File: src/rtl/gnc_ram.sv
// Generic single-write, single-read RAM with registered read data.
// No dependencies.
module gnc_ram #(
   parameter int WIDTH = 8,
   parameter int DEPTH = 16
) (
   input  logic                     clock,
   input  logic                     wr_en,
   input  logic [$clog2(DEPTH)-1:0] wr_addr,
   input  logic [WIDTH-1:0]         wr_data,
   input  logic                     rd_en,
   input  logic [$clog2(DEPTH)-1:0] rd_addr,
   output logic [WIDTH-1:0]         rd_data
);

   logic [WIDTH-1:0] mem [0:DEPTH-1];

   always_ff @(posedge clock) begin
      if (wr_en) begin
         mem[wr_addr] <= wr_data;
      end
      if (rd_en) begin
         rd_data <= mem[rd_addr];
      end
   end

endmodule

File: config.mk
export PLATFORM = sky130hd
export DESIGN_NAME = gnc_ram
export DESIGN_NICKNAME = d
export VERILOG_FILES = /design/src/rtl/gnc_ram.sv
export SDC_FILE = /design/constraint.sdc
export NUM_CORES = 1
export LEC_CHECK = 0
export BUFFER_PORTS_ARGS = -buffer_cell sky130_fd_sc_hd__buf_4
export CORE_MARGIN = 5
export CORE_UTILIZATION = 55
export DETAILED_ROUTE_END_ITERATION = 16
export GPL_TIMING_DRIVEN = 0
export PLACE_DENSITY = 0.83
export SLEW_MARGIN = 20
export SYNTH_ARGS = -nofsm -noshare
export SYNTH_HDL_FRONTEND = slang
export SYNTH_SLANG_ARGS = --single-unit
File: constraint.sdc
create_clock -name clock -period 2.5 [get_ports clock]
set_clock_uncertainty 0.15 [all_clocks]
set_input_delay 0.375 -clock clock [delete_from_list [all_inputs] [get_ports clock]]
set_output_delay 0.375 -clock clock [all_outputs]
set_load 0.02 [all_outputs]
==> impl_results.md <==
* # setup viols final at 0
* Initial DRC Count at 195
* Clk buf depth at 2
* Cell leakage power at 2.10 nW
* Count of cells along the worst register-to-register path at 3
* Total gr overflow at 0
* Post-synthesis net count at 248
* Share of the core filled with cells at 67.9%
* Pin count of the biggest net entering global routing at 17
* Data required time at the worst endpoint at 2490 ps
* Post-route cell area at 0.00627 mm²
* Buffer count from post-CTS setup fixing at 0
* First-pass GRT wire length at 14800 µm
* Number of clock sinks at 136
* Hold Crit Class: primary input to register
* Cts hold-fix bufs at 1
* Tightest slew margin relative to the limit at 43.8%
* Total negative setup slack at 0 ps
* Min-Delay Startpoint: wr_data[7]
* Met1 Wirelength at 3870 µm
* Post-route worst setup slack at 776 ps
* Worst vdd ir at 0.000558 V
* Final slew viol count at 0
* FILL cells at 534
* Critical Path Fanout Max at 8
* TritonCTS clock tree: yes
* Count of vias placed by the detailed router at 2532
* Detailed Route WL at 9920 µm
* Critical path class: primary input to register
* Slew @ Worst Pin at 838 ps
* Overall die height at 107 µm
* Post-place setup slack at 302 ps
* Register-to-register setup slack at 790 ps
* Placement-stage cell area at 0.00559 mm²
* Endpoints failing hold at 0
* Die width at 107 µm
* Endpoint of the lowest-slack register-to-register path: rd_data[0]
* Maxcap violations at 0
* Final weighted congestion in routability-driven placement at 0.771
* Initial Utilization at 56.6%
* Clock network latency to the later pin of the worst-skew pair at 510 ps
* Yosys warns at 0
* Setup repair after global routing missed its margin: no
* Top layer in use: met4
* Average wire per standard cell at 23.9 µm
* CP Launch Type: primary input
* Period Utilization, post-route at 69.0%
* Worst hold stages at 1
* Post-synth cell types at 18
* Avg Inst Size Synth at 22.8 µm²
* Pwr/cell area at 899 mW/mm²
* Share of final-layout standard cells stronger than drive strength 1 at 30.4%
* Full die area at 0.0116 mm²
* Count of nets left with antenna violations after detail routing at 0
* Total of buffers placed on input and output ports at 25
* Core region area at 0.00924 mm²
* CTS Root Cell: sky130_fd_sc_hd__clkbuf_8
* IO Count at 27
* Ant. Diodes at 0
* Min-Delay Endpoint: mem[0][7]
* Fin crit period at 1720 ps
* Number of synthesized register bits at 136
* Half-perimeter wire length after detailed placement at 6150 µm
* Inserted Clock Buffers at 17
* Area of the mapped netlist at 0.00523 mm²
* Via-to-Cell Ratio at 6.10
* Resize count post-CTS at 0
* DRC violations left at 0
* Routed length on met2 at 4800 µm
* Initial antenna violation count at 0
* Launch instance of the worst register-to-register path: mem[4][0]
* Final nets at 293
* First-pass DRT Iterations at 6
* Met3 WL at 953 µm
* Vias in the first global route at 2522
* H-tree levels at 4
* Critical path data arrival time at 1710 ps
* Core Rows at 35
* Clk slew on worst S/H paths at 60 ps
* Run status: finished, final reports clean
* Kind of end point of the critical path: register
* Maximum clock rate at 0.580 GHz
* Area growth, synth to finish at 20.0%
* Synthesized instance count at 229
* Sequential share of the synthesized area at 78.1%
* Hold Worst Slack at 31.4 ps
* Global-route usage over all layers at 18.5%
==> cell usage in the layout, fill, tap and decap left out, types with 4 or more instances in the layout <==
cell / netlist / layout
sky130_fd_sc_hd__buf_4: 1 / 26
sky130_fd_sc_hd__edfxtp_1: 136 / 136
sky130_fd_sc_hd__clkbuf_16: 0 / 16
sky130_fd_sc_hd__nand2_1: 9 / 9
sky130_fd_sc_hd__bufinv_16: 0 / 7
sky130_fd_sc_hd__mux4_2: 18 / 18
sky130_fd_sc_hd__nor3_2: 0 / 4
sky130_fd_sc_hd__a22oi_1: 16 / 16
sky130_fd_sc_hd__nor2_1: 13 / 13
sky130_fd_sc_hd__mux4_1: 14 / 14
==> through the flow <==
step,cells,total power [mW]
6_report,415,5.64
5_1_grt,415,5.77
4_1_cts,415,5.65
3_5_place_dp,383,2.89
3_3_place_gp,383,2.88
2_1_floorplan,229,2.77
==> kinds of logic after synthesis <==
| kind of cell | Yosys count | share of synthesized area [%] |
|---|---|---|
| AO/OA/AOI/OAI | 16 | 2.30 |
| buffers and inverters | 10 | 1.65 |
| flip-flops | 136 | 78.1 |
| AND/OR/NAND/NOR | 35 | 3.14 |
| multiplexers | 32 | 14.8 |
==> how the worst max path moves through the flow <==
stage,depth (start not counted),from,end,slack (ps)
floorplan,2,wr_addr[2],mem[0][0],480
global placement,3,wr_addr[2],mem[0][4],-60
detailed placement,3,wr_addr[2],mem[3][4],300
CTS,3,wr_addr[2],mem[0][2],800
global route,3,wr_addr[2],mem[0][2],760
finish,3,wr_addr[2],mem[0][2],780
==> cell usage after synthesis, drive strengths merged <==
library cell	n	area (µm²)
nor2b	1	6.26
clkdlybuf4s25	3	30.0
a22oi	16	120
buf	7	56.3
or3b	1	8.76
nor3	4	20.0
edfxtp	136	4080
nand2	9	33.8
nand3	1	5.00
and2	1	6.26
nand3b	2	15.0
nand2b	2	12.5
nor2	13	48.8
and2b	1	7.51
mux4	32	773
==> metal layers <==
layer,track usage (%),vias up
met1,24.8,1257
met5,0,-
li1,-,1073
met2,28.4,175
met3,4.92,27
met4,8.75,0
==> state kept, by name (all words and copies together), names as in the netlist <==
| signal | flops |
|---|---|
| mem | 128 |
| rd_data | 8 |
==> layout make-up <==
class / count / area, µm² / area share (%)
repair buffers: 26 / 198 / 3.15
well taps: 129 / 161 / 2.57
clock inverters: 14 / 254 / 4.05
multi-input cells: 83 / 1080 / 17.2
clock buffers: 17 / 414 / 6.60
flip-flops and latches: 136 / 4080 / 65.1
plain buffers: 10 / 86.3 / 1.38
==> critical path, cell delays in order <==
cell	delay, ps
sky130_fd_sc_hd__buf_4	120
sky130_fd_sc_hd__or3b_2	550
sky130_fd_sc_hd__nor3_2	660
==> power breakdown <==
part | switching, mW | total (mW) | internal [mW]
Sequential | 0.0121 | 2.58 | 2.57
Combinational | 0.154 | 0.269 | 0.114
Clock | 0.884 | 2.79 | 1.91
Total | 1.05 | 5.64 | 4.59
Note: power is estimated with default switching activity, not from simulation.
